## config.mk

```make
export PLATFORM = sky130hd
export DESIGN_NAME = biquad_iir_filter
export DESIGN_NICKNAME = d
export VERILOG_FILES = /design/src/design/bqf_pkg.sv /design/src/design/biquad_iir_filter.sv /design/src/design/bqf_ctrl.sv /design/src/design/bqf_dp.sv
export SDC_FILE = /design/constraint.sdc
export NUM_CORES = 2
export LEC_CHECK = 0
export BUFFER_PORTS_ARGS = -buffer_cell sky130_fd_sc_hd__buf_2
export CAP_MARGIN = 20
export CELL_PAD_IN_SITES_DETAIL_PLACEMENT = 1
export CELL_PAD_IN_SITES_GLOBAL_PLACEMENT = 2
export CORE_MARGIN = 2
export CORE_UTILIZATION = 30
export CTS_BUF_LIST = sky130_fd_sc_hd__clkbuf_8
export CTS_CLUSTER_SIZE = 12
export DETAILED_ROUTE_END_ITERATION = 7
export PLACE_DENSITY_LB_ADDON = 0.1
export SYNTH_ARGS = -nofsm -noshare
export SYNTH_HDL_FRONTEND = slang
export SYNTH_SLANG_ARGS = --single-unit
```

## constraint.sdc

```tcl
create_clock -name clk -period 13.26 [get_ports clk]
set_input_delay 2.652 -clock clk [delete_from_list [all_inputs] [get_ports clk]]
set_output_delay 2.652 -clock clk [all_outputs]
set_load 0.05 [all_outputs]
```

## src/design/bqf_pkg.sv

```systemverilog
package bqf_pkg;

  localparam int SAMPLE_W  = 24;
  localparam int NUM_COEFS = 5;
  localparam int CFG_IDX_W = 3;

  typedef enum logic [CFG_IDX_W-1:0] {
    REG_B0 = 3'd0,
    REG_B1 = 3'd1,
    REG_B2 = 3'd2,
    REG_A1 = 3'd3,
    REG_A2 = 3'd4
  } coef_idx_t;

  typedef struct packed {
    logic signed [SAMPLE_W-1:0] sample_in;
    logic                       clear_history;
    logic                       block_end;
  } in_item_t;

  typedef struct packed {
    logic signed [SAMPLE_W-1:0] sample_out;
    logic                       block_end_out;
  } out_item_t;

  typedef enum logic [2:0] {
    MUL_B0,
    MUL_B1,
    MUL_B2,
    MUL_A1,
    MUL_A2
  } mul_sel_t;

  typedef enum logic [2:0] {
    ST_IDLE,
    ST_MB0,
    ST_SUMY,
    ST_ROUND,
    ST_MA1,
    ST_UPD1,
    ST_UPD2,
    ST_OUT
  } bqf_state_t;

  typedef struct packed {
    logic     ld_in;
    mul_sel_t mul_sel;
    logic     ld_acc;
    logic     ld_y;
    logic     ld_t1;
    logic     ld_t2;
    logic     ld_d1;
    logic     ld_d2;
    logic     ld_out;
  } dp_cmd_t;

endpackage

```

## src/design/biquad_iir_filter.sv

```systemverilog
// channel   direction  handshake            payload
// in_       input      in_valid / in_stall   in_item_t
// out_      output     out_valid / out_stall out_item_t
// cfg_      input      cfg_valid / cfg_ready cfg_index, cfg_wdata
//
// a request runs through an accept step, six multiply and accumulate
// steps through the single shared multiplier and a step to load the output register
// a request is taken only in idle, so the next one waits until the last is in the output register
// the result waits in the output register while the next request is worked on
// a stall on the output holds only the final step, until the register frees
// synchronous active-low reset: coefficients to b0 = 1.0, others 0, states to 0
module biquad_iir_filter
  import bqf_pkg::*;
#(
  parameter int COEF_WIDTH = 32
) (
  input  logic                  clk,
  input  logic                  rst_n,
  input  logic                  in_valid,
  output logic                  in_stall,
  input  in_item_t              in_data,
  output logic                  out_valid,
  input  logic                  out_stall,
  output out_item_t             out_data,
  input  logic                  cfg_valid,
  output logic                  cfg_ready,
  input  logic [CFG_IDX_W-1:0]  cfg_index,
  input  logic [COEF_WIDTH-1:0] cfg_wdata
);

  dp_cmd_t cmd;

  assign cfg_ready = 1'b1;

  bqf_ctrl u_ctrl (
    .clk       (clk),
    .rst_n     (rst_n),
    .in_valid  (in_valid),
    .in_stall  (in_stall),
    .out_valid (out_valid),
    .out_stall (out_stall),
    .cmd       (cmd)
  );

  bqf_dp #(
    .COEF_WIDTH (COEF_WIDTH)
  ) u_dp (
    .clk       (clk),
    .rst_n     (rst_n),
    .cmd       (cmd),
    .in_data   (in_data),
    .cfg_we    (cfg_valid && cfg_ready),
    .cfg_index (cfg_index),
    .cfg_wdata (cfg_wdata),
    .out_data  (out_data)
  );

endmodule

```

## src/design/bqf_ctrl.sv

```systemverilog
module bqf_ctrl
  import bqf_pkg::*;
(
  input  logic    clk,
  input  logic    rst_n,
  input  logic    in_valid,
  output logic    in_stall,
  output logic    out_valid,
  input  logic    out_stall,
  output dp_cmd_t cmd
);

  bqf_state_t state_r, state_nxt;
  logic       out_valid_r, out_valid_nxt;

  always_ff @(posedge clk) begin
    if (!rst_n) begin
      state_r     <= ST_IDLE;
      out_valid_r <= 1'b0;
    end else begin
      state_r     <= state_nxt;
      out_valid_r <= out_valid_nxt;
    end
  end

  always_comb begin
    state_nxt = state_r;
    cmd       = '0;
    cmd.mul_sel = MUL_B0;
    unique case (state_r)
      ST_IDLE: begin
        cmd.ld_in = in_valid;
        if (in_valid) state_nxt = ST_MB0;
      end
      ST_MB0: begin
        cmd.mul_sel = MUL_B0;
        state_nxt   = ST_SUMY;
      end
      ST_SUMY: begin
        cmd.mul_sel = MUL_B1;
        cmd.ld_acc  = 1'b1;
        state_nxt   = ST_ROUND;
      end
      ST_ROUND: begin
        cmd.mul_sel = MUL_B2;
        cmd.ld_y    = 1'b1;
        cmd.ld_t1   = 1'b1;
        state_nxt   = ST_MA1;
      end
      ST_MA1: begin
        cmd.mul_sel = MUL_A1;
        cmd.ld_t2   = 1'b1;
        state_nxt   = ST_UPD1;
      end
      ST_UPD1: begin
        cmd.mul_sel = MUL_A2;
        cmd.ld_d1   = 1'b1;
        state_nxt   = ST_UPD2;
      end
      ST_UPD2: begin
        cmd.ld_d2 = 1'b1;
        state_nxt = ST_OUT;
      end
      ST_OUT: begin
        // wait here only while the previous result is still stalled
        if (!out_valid_r || !out_stall) begin
          cmd.ld_out = 1'b1;
          state_nxt  = ST_IDLE;
        end
      end
      default: state_nxt = ST_IDLE;
    endcase
  end

  always_comb begin
    if (cmd.ld_out)       out_valid_nxt = 1'b1;
    else if (!out_stall)  out_valid_nxt = 1'b0;
    else                  out_valid_nxt = out_valid_r;
  end

  assign in_stall  = (state_r != ST_IDLE);
  assign out_valid = out_valid_r;

endmodule

```

## src/design/bqf_dp.sv

```systemverilog
module bqf_dp
  import bqf_pkg::*;
#(
  parameter int COEF_WIDTH = 32
) (
  input  logic                  clk,
  input  logic                  rst_n,
  input  dp_cmd_t               cmd,
  input  in_item_t              in_data,
  input  logic                  cfg_we,
  input  logic [CFG_IDX_W-1:0]  cfg_index,
  input  logic [COEF_WIDTH-1:0] cfg_wdata,
  output out_item_t             out_data
);

  localparam int STATE_W = SAMPLE_W + COEF_WIDTH;
  localparam int FRAC    = COEF_WIDTH - 4;
  localparam int Q_W     = STATE_W - FRAC;
  localparam int Y_W     = Q_W + 1;

  localparam logic signed [STATE_W-1:0]    ST_MAX  = {1'b0, {(STATE_W-1){1'b1}}};
  localparam logic signed [STATE_W-1:0]    ST_MIN  = {1'b1, {(STATE_W-1){1'b0}}};
  localparam logic signed [SAMPLE_W-1:0]   SMP_MAX = {1'b0, {(SAMPLE_W-1){1'b1}}};
  localparam logic signed [SAMPLE_W-1:0]   SMP_MIN = {1'b1, {(SAMPLE_W-1){1'b0}}};
  localparam logic signed [COEF_WIDTH-1:0] ONE_Q   = COEF_WIDTH'(1) << FRAC;

  function automatic logic signed [STATE_W-1:0] sat_sum(
    input logic signed [STATE_W-1:0] a,
    input logic signed [STATE_W-1:0] b,
    input logic                      sub
  );
    logic [STATE_W:0] s;
    if (sub) s = {a[STATE_W-1], a} - {b[STATE_W-1], b};
    else     s = {a[STATE_W-1], a} + {b[STATE_W-1], b};
    if (s[STATE_W] != s[STATE_W-1]) return s[STATE_W] ? ST_MIN : ST_MAX;
    return s[STATE_W-1:0];
  endfunction

  logic signed [COEF_WIDTH-1:0] b0_r, b1_r, b2_r, a1_r, a2_r;
  logic signed [SAMPLE_W-1:0]   x_r, y_r, y_nxt;
  logic                         be_r;
  logic signed [STATE_W-1:0]    d1_r, d2_r;
  logic signed [STATE_W-1:0]    prod_r, acc_r, t1_r, t2_r;
  logic signed [COEF_WIDTH-1:0] mul_c;
  logic signed [SAMPLE_W-1:0]   mul_s;
  logic signed [STATE_W-1:0]    prod_full;
  logic [Q_W-1:0]               q;
  logic [Y_W-1:0]               yw;
  out_item_t                    out_r;

  // coefficient registers
  always_ff @(posedge clk) begin
    if (!rst_n) begin
      b0_r <= ONE_Q;
      b1_r <= '0;
      b2_r <= '0;
      a1_r <= '0;
      a2_r <= '0;
    end else if (cfg_we) begin
      unique case (coef_idx_t'(cfg_index))
        REG_B0:  b0_r <= cfg_wdata;
        REG_B1:  b1_r <= cfg_wdata;
        REG_B2:  b2_r <= cfg_wdata;
        REG_A1:  a1_r <= cfg_wdata;
        REG_A2:  a2_r <= cfg_wdata;
        default: ;
      endcase
    end
  end

  // shared multiplier, coefficient times x or y
  always_comb begin
    unique case (cmd.mul_sel)
      MUL_B0:  begin mul_c = b0_r; mul_s = x_r; end
      MUL_B1:  begin mul_c = b1_r; mul_s = x_r; end
      MUL_B2:  begin mul_c = b2_r; mul_s = x_r; end
      MUL_A1:  begin mul_c = a1_r; mul_s = y_r; end
      MUL_A2:  begin mul_c = a2_r; mul_s = y_r; end
      default: begin mul_c = b0_r; mul_s = x_r; end
    endcase
  end

  assign prod_full = mul_c * mul_s;

  // round half up, then clamp to the sample range
  always_comb begin
    q  = acc_r[STATE_W-1:FRAC];
    yw = {q[Q_W-1], q} + Y_W'(acc_r[FRAC-1]);
    if ((&yw[Y_W-1:SAMPLE_W-1]) || !(|yw[Y_W-1:SAMPLE_W-1]))
      y_nxt = yw[SAMPLE_W-1:0];
    else
      y_nxt = yw[Y_W-1] ? SMP_MIN : SMP_MAX;
  end

  always_ff @(posedge clk) begin
    prod_r <= prod_full;
    if (cmd.ld_in) begin
      x_r  <= in_data.sample_in;
      be_r <= in_data.block_end;
    end
    if (cmd.ld_acc) acc_r <= sat_sum(prod_r, d1_r, 1'b0);
    if (cmd.ld_y)   y_r   <= y_nxt;
    if (cmd.ld_t1)  t1_r  <= sat_sum(d2_r, prod_r, 1'b0);
    if (cmd.ld_t2)  t2_r  <= prod_r;
    if (cmd.ld_out) begin
      out_r.sample_out    <= y_r;
      out_r.block_end_out <= be_r;
    end
  end

  always_ff @(posedge clk) begin
    if (!rst_n) begin
      d1_r <= '0;
      d2_r <= '0;
    end else begin
      if (cmd.ld_in && in_data.clear_history) begin
        d1_r <= '0;
        d2_r <= '0;
      end
      if (cmd.ld_d1) d1_r <= sat_sum(t1_r, prod_r, 1'b1);
      if (cmd.ld_d2) d2_r <= sat_sum(t2_r, prod_r, 1'b1);
    end
  end

  assign out_data = out_r;

endmodule

```

After elaboration in Yosys (flattened, before gate mapping)
Cells that the tools add are included.
Cells by class
  $add $sub $neg: 5
  multiply operators: 1
  equal/unequal tests: 22
  muxes and demuxes: 49
  reduce and logical (&&, ||, !) cells: 20
Operators with widths (number)
  2-to-1 mux 56 bit: 15
  2-to-1 mux 57 bit: 6
  one-hot mux 32 bit (4 select lines): 1
  adder 56 x 56 -> 57 bit: 2
  subtractor 56 x 56 -> 57 bit: 2
  2-to-1 mux 24 bit: 3
  multiplier 32 x 24 -> 56 bit: 1
  adder 28 x 2 -> 29 bit: 1
  one-hot mux 3 bit (8 select lines): 1
  2-to-1 mux 1 bit: 19
  equality test 3 x 2 -> 1 bit, second input constant: 6
  equality test 3 bit, second input constant: 6
  one-hot mux 3 bit (4 select lines): 1
  AND reduction 2 bit: 6
  equality test 3 x 1 -> 1 bit, second input constant: 3
  logical NOT 3 bit: 2
  2-to-1 mux 3 bit: 2
  AND reduction 6 bit: 1
  OR reduction 6 bit: 1
  inequality test 1 bit: 4
  inequality test 2 x 1 -> 1 bit, second input constant: 2
  nonzero test 2 bit: 2
  logical NOT 1 bit: 3
  nonzero test 3 bit: 1
  5 further kinds: 6
Storage, ports and cells
  bits in registers: 574

Logic depth before layout (Yosys ltp)
  word-level depth: 10
  gate-level depth with buffers: 38
  mapped depth without buffers: 34

Cells and area by module
From an unflattened synthesis, not the netlist that was laid out.
Second synthesis, totals
  cells, all modules: 6446
  area, all modules: 57662.8 µm²
By module, submodules not included
  bqf_dp: times used 1, cells each 6400, area each 57279.9 µm², seq. area each 13022.5 µm²
  bqf_ctrl: times used 1, cells each 44, area each 371.6 µm², seq. area each 80.1 µm²
  biquad_iir_filter: times used 1, cells each 2, area each 11.3 µm², seq. area each 0.0 µm²

Worst setup path after synthesis
No wires, ideal clock.
  kind: flip-flop to flip-flop
  start point: register u_ctrl.state_r[1]
  end point: register u_dp.prod_r[52]
  library setup time: 0.062 ns
  arrival: 11.779 ns
  data required time: 13.198 ns
  path slack: 1.420 ns
  stages on the path, launching flop included: 35
  path buffers: 3
  period minus slack after synthesis: 11.840 ns
  cell sequence: dfxtp_1 -> ha_1 -> nor2b_1 -> nor2b_1 -> clkbuf_1 -> clkbuf_1 -> a22oi_1 -> nand2_1 -> a221o_1 -> clkbuf_1 -> nand2_1 -> fa_1 -> fa_1 -> inv_1 -> fa_1 -> inv_1 -> fa_1 -> inv_1 -> fa_1 -> fa_1 -> inv_1 -> fa_1 -> inv_1 -> ha_1 -> a21o_1 -> a21o_1 -> a21o_1 -> a211oi_1 -> o211ai_1 -> a21o_1 -> o22a_1 -> a21oi_1 -> o21ai_0 -> or4_1 -> nand3_1
Between the ends
  word-level cells in the longest chain between the ends: 6
  elaborated cells on any way between the ends: 13
  classes of those cells: mul (1); eq/ne (8); mux (3); reduce/logical (1)
Ends and longest elaborated chain
  from (decl): line bqf_ctrl.sv:13  | bqf_state_t state_r, state_nxt;
  from (signal assigned): line bqf_ctrl.sv:21  | state_r <= state_nxt;
  equality test 3 bit / equality test 3 x 2 -> 1 bit (equally long branches): line bqf_ctrl.sv:30  | unique case (state_r)
  one-hot mux 3 bit (4 select lines) *: line bqf_ctrl.sv:30
  equality test 3 x 2 -> 1 bit / equality test 3 bit (equally long branches): line bqf_dp.sv:73  | unique case (cmd.mul_sel)
  OR reduction 2 bit (no line)
  2-to-1 mux 24 bit: line bqf_dp.sv:73
  multiplier 32 x 24 -> 56 bit *: line bqf_dp.sv:83  | assign prod_full = mul_c * mul_s;
  net u_dp.prod_full[52]: line bqf_dp.sv:46  | logic signed [STATE_W-1:0] prod_full;
  to (signal assigned): line bqf_dp.sv:96  | prod_r <= prod_full;
  to (decl): line bqf_dp.sv:43  | logic signed [STATE_W-1:0] prod_r, acc_r, t1_r, t2_r;
Mark *: on every way through the listed nets, which the timed path passes. The rest lies on a longest branch.
A chain may end at the register's enable or synchronous reset.

Final worst setup path
  start point: register u_ctrl.state_r[0]
  end point: register u_dp.prod_r[53]
The elaborated chain is that of the path after synthesis.

==> summary by stage <==
Floorplan
Pin placement for this block handled 94 I/O pins. The die width is 446 µm. The vertical extent of the die is 446 µm. The number of standard-cell rows in the floorplan is 162. The overall die area is 199000 µm².

The initial utilization of the core area, before any placement, comes to 0.301. The area of the core is 194000 µm².

STA
The final count of hold timing violations came to 0. The tightest hold path in the finished design has a slack of 0.420 ns. Setup violations remaining at the end of the flow were counted as 0. After routing, the total negative slack on setup checks comes to 0 ns.

The clock arrives with 0.0947 ns of skew. The max-slew violation count is 0. Setup repair after global routing left no endpoint under its margin. The final critical-path share of the clock period is 0.847. The maximum clock frequency is 89.0 MHz. In this run the tightest slew margin relative to its limit is 0.124. The transition time of the tightest slew-check pin is 1.31 ns. The shortest period the worst path allows is 11.24 ns.

Worst setup path
STA classifies the critical path endpoint as a flip-flop. The slowest stage of the critical path belongs to the cell sky130_fd_sc_hd__a221o_1. The worst-path maximum fanout is 39.

The worst setup path is of the flip-flop to flip-flop kind. The nature of the critical path startpoint is a flip-flop. In this design, the stage delay of the slowest critical-path cell is 0.89 ns. Data on the critical path is required at its endpoint by 14.08 ns. The data arrival at the endpoint of the critical path is 12.06 ns. Counting stages on the worst path, the most repeated cell is sky130_fd_sc_hd__fa_1.

Routing
In this run, the number of DRC markers left after iteration 0 of detailed routing was 2768. After detailed routing, the average wire length per cell comes to 25.8 µm. The via count is 47.1k. The count of TritonRoute iterations in the first routing pass is 5. The wire length after detailed routing is 236000 µm. The number of routed nets with antenna violations is 0. In the routed layout, each cell is associated on average with a via count of 5.14. In the routed design, unresolved DRC markers number 0.

Outcome
The flow ran to the end, and the final reports show no timing, DRC or antenna violations.

Finish
The most common cell after layout, fill and taps aside is sky130_fd_sc_hd__nand2_1. Relative to the synthesized area, the layout overhead comes to 10.4%. In the final design database the tool counted 7760 nets.

The share of layout cells above drive strength 1 is 0.0720. The library cells used most frequently in the layout, excluding fill and tap cells, are sky130_fd_sc_hd__nand2_1 (990), sky130_fd_sc_hd__inv_1 (925), sky130_fd_sc_hd__fa_1 (786), sky130_fd_sc_hd__nor2_1 (571), sky130_fd_sc_hd__ha_1 (379).

Hold path
The tightest min-delay check is of the flip-flop to flip-flop type.

Clocking
The number of buffers inserted by hold repair at cts is 0. For the worst-skew pair, the clock arrives at the later sink with an insertion delay of 0.92 ns. In this run, post-CTS repair resized a total of 0 instances.

The number of CTS-inserted buffers is 109. Clock tree synthesis found a total of 547 sinks. TritonCTS built the clock tree. The clock-pin slew on the worst setup and hold paths is 0.06 ns. The number of post-CTS setup repair buffers is 0.

The total number of H-tree levels is 3. The cell sitting at the root of the clock tree is a sky130_fd_sc_hd__clkbuf_8. The maximum root-to-sink buffer count is 3.

Synthesis
The register area share after synthesis is 0.224. The post-synth design cell area is 58500 µm². The average cell area after synthesis is 8.93 µm². The portion of synthesized cell area occupied by the leading cell type is 0.269. In the post-synthesis netlist, the biggest area contributors are sky130_fd_sc_hd__fa_1 (27%), sky130_fd_sc_hd__dfxtp_1 (11%), sky130_fd_sc_hd__edfxtp_1 (11%), sky130_fd_sc_hd__ha_1 (8.1%), sky130_fd_sc_hd__nand2_1 (6.4%). The number of enable flip-flop cells after synthesis is 215.

The library cell occupying the most area in the post-synthesis netlist is sky130_fd_sc_hd__fa_1. The portion of synthesized area spent on multiplexers is 0.00808. The share of the synthesized area in compound gates (AO/OA/AOI/OAI) is 0.159. The number of different library cells in the post-synthesis netlist is 92. The cell count after synthesis is 6551. The net count after synthesis is 7782. Among all flip-flop cells after synthesis, the most frequent one is sky130_fd_sc_hd__dfxtp_1. After synthesis, the share of flip-flops with an asynchronous set or reset is 0. After synthesis, the largest family of logic cells by area is adder cells. The number of flip-flops and latches in the synthesized netlist is 547. Of the total synthesized cell area, the portion taken by AND, OR, NAND and NOR gates is 0.141.

The xor-xnor portion of the synthesized cell area is 0.0374. The synthesized-area fraction occupied by adder cells is 0.351. The Yosys step of the flow raised 0 warnings.

Power
In this run the power density over the cells is 238 nW/µm². The peak ir drop on the vdd network is 221 µV. In this run the static leakage power is 0.0286 µW.

Global route
The first global-routing pass estimated 350000 µm of wire. Summed over all layers, the global routing overflow is 0. The number of global-route vias before repair was 51.3k. Entering global routing, the biggest net connects 106 pins. The initial antenna violation count is 10. For this run, the total global-route usage over all layers was measured as 0.239.

Placed design
The congestion estimate from routability-driven global placement came to 0.848. Input and output buffers added on the ports amount to 92. Summed over all nets, the half-perimeter wirelength after detailed placement is 183000 µm.

Job
Across the run, the number of max-cap violations was 0.
==> registers in the layout (all words and copies together) (netlist names), 29 cells and up <==
register and flops:
u_dp.d1_r 56, u_dp.d2_r 56, u_dp.prod_r 56, u_dp.t1_r 56, u_dp.t2_r 56, u_dp.a1_r 32
u_dp.a2_r 32, u_dp.b0_r 32, u_dp.b1_r 32, u_dp.b2_r 32, u_dp.acc_r 29
==> per-stage QoR <==
stage / util / setup WS [ns] / total power (µW) / std cells / cell area (µm²)
2_1_floorplan: - / 1.42 / 9460 / 6551 / 58500
3_3_place_gp: 0.320 / 2.10 / 13400 / 8956 / 62200
3_5_place_dp: 0.320 / 2.00 / 13400 / 8959 / 62300
4_1_cts: 0.332 / 1.96 / 15400 / 9165 / 64600
5_1_grt: 0.332 / 1.37 / 16700 / 9167 / 64600
6_report: 0.332 / 2.02 / 15400 / 9168 / 64600
==> power breakdown <==
| group | switching (µW) | leakage [µW] | internal (µW) | total, µW |
|---|---|---|---|---|
| registers | 330 | 0.00466 | 2150 | 2480 |
| logic | 7100 | 0.0226 | 3880 | 11000 |
| clock network | 885 | 0.00133 | 1010 | 1900 |
| total | 8310 | 0.0286 | 7050 | 15400 |
==> critical path, delay by kind of cell (launching register included) <==
| family | cells | cell delay, ns |
|---|---|---|
| adders and majority gates | 9 | 4.44 |
| buffers and inverters | 6 | 1.39 |
| and+or+nand+nor | 5 | 1.64 |
| AOI/OAI and AO/OA | 8 | 3.03 |
| xor gates and xnor gates | 1 | 0.19 |
| DFF | 1 | 0.33 |
==> area by class of cell <==
| type | instances | area, µm² |
|---|---|---|
| Multi-Input combinational cell | 4792 | 41400 |
| Sequential cell | 547 | 13100 |
| Timing Repair Buffer | 188 | 1240 |
| Clock inverter | 77 | 559 |
| Tap cell | 2542 | 3180 |
| Inverter | 891 | 3340 |
| Antenna cell | 2 | 5.00 |
| Fill cell | 22400 | 130000 |
| Clock buffer | 129 | 1780 |
==> routing by layer <==
layer,global-route usage,up-vias,share of wire
met4,0.0639,0,0.026
met5,0,-,0
met2,0.385,929,0.46
met1,0.336,24400,0.48
met3,0.0289,233,0.039
li1,-,21500,-
==> cells in the mapped netlist, types with 158 or more instances <==
cell type,number
sky130_fd_sc_hd__nand2_1,993
sky130_fd_sc_hd__dfxtp_1,332
sky130_fd_sc_hd__inv_1,891
sky130_fd_sc_hd__a21o_1,158
sky130_fd_sc_hd__edfxtp_1,215
sky130_fd_sc_hd__fa_1,786
sky130_fd_sc_hd__clkbuf_1,270
sky130_fd_sc_hd__a21oi_1,334
sky130_fd_sc_hd__nor2_1,575
sky130_fd_sc_hd__ha_1,379
sky130_fd_sc_hd__o21ai_0,224
sky130_fd_sc_hd__a21boi_0,167
==> path summary, 6_finish.rpt <==
check                                 start                    endpoint  slack [ns]  cells past startpoint
max          u_ctrl.state_r[0]$_SDFFE_PN0P_     u_dp.prod_r[53]$_DFF_P_        2.02                     29
min                     u_dp.be_r$_DFFE_PP_  u_dp.out_data[0]$_DFFE_PP_        0.42                      0
max reg2reg  u_ctrl.state_r[0]$_SDFFE_PN0P_     u_dp.prod_r[53]$_DFF_P_        2.02                     29
min reg2reg             u_dp.be_r$_DFFE_PP_  u_dp.out_data[0]$_DFFE_PP_        0.42                      0
==> logic make-up (layout without fill, tap and decap cells) <==
kind of cell | Yosys count | in the layout
AO/OA/AOI/OAI | 1362 | 1362
XOR/XNOR | 250 | 250
adder cells (fa/ha/maj) | 1172 | 1172
buffers and inverters | 1212 | 1285
flip-flops | 547 | 547
multiplexers | 45 | 45
other | 1 | 3
AND/OR/NAND/NOR | 1962 | 1962
Note: power is estimated with default switching activity, not from simulation.
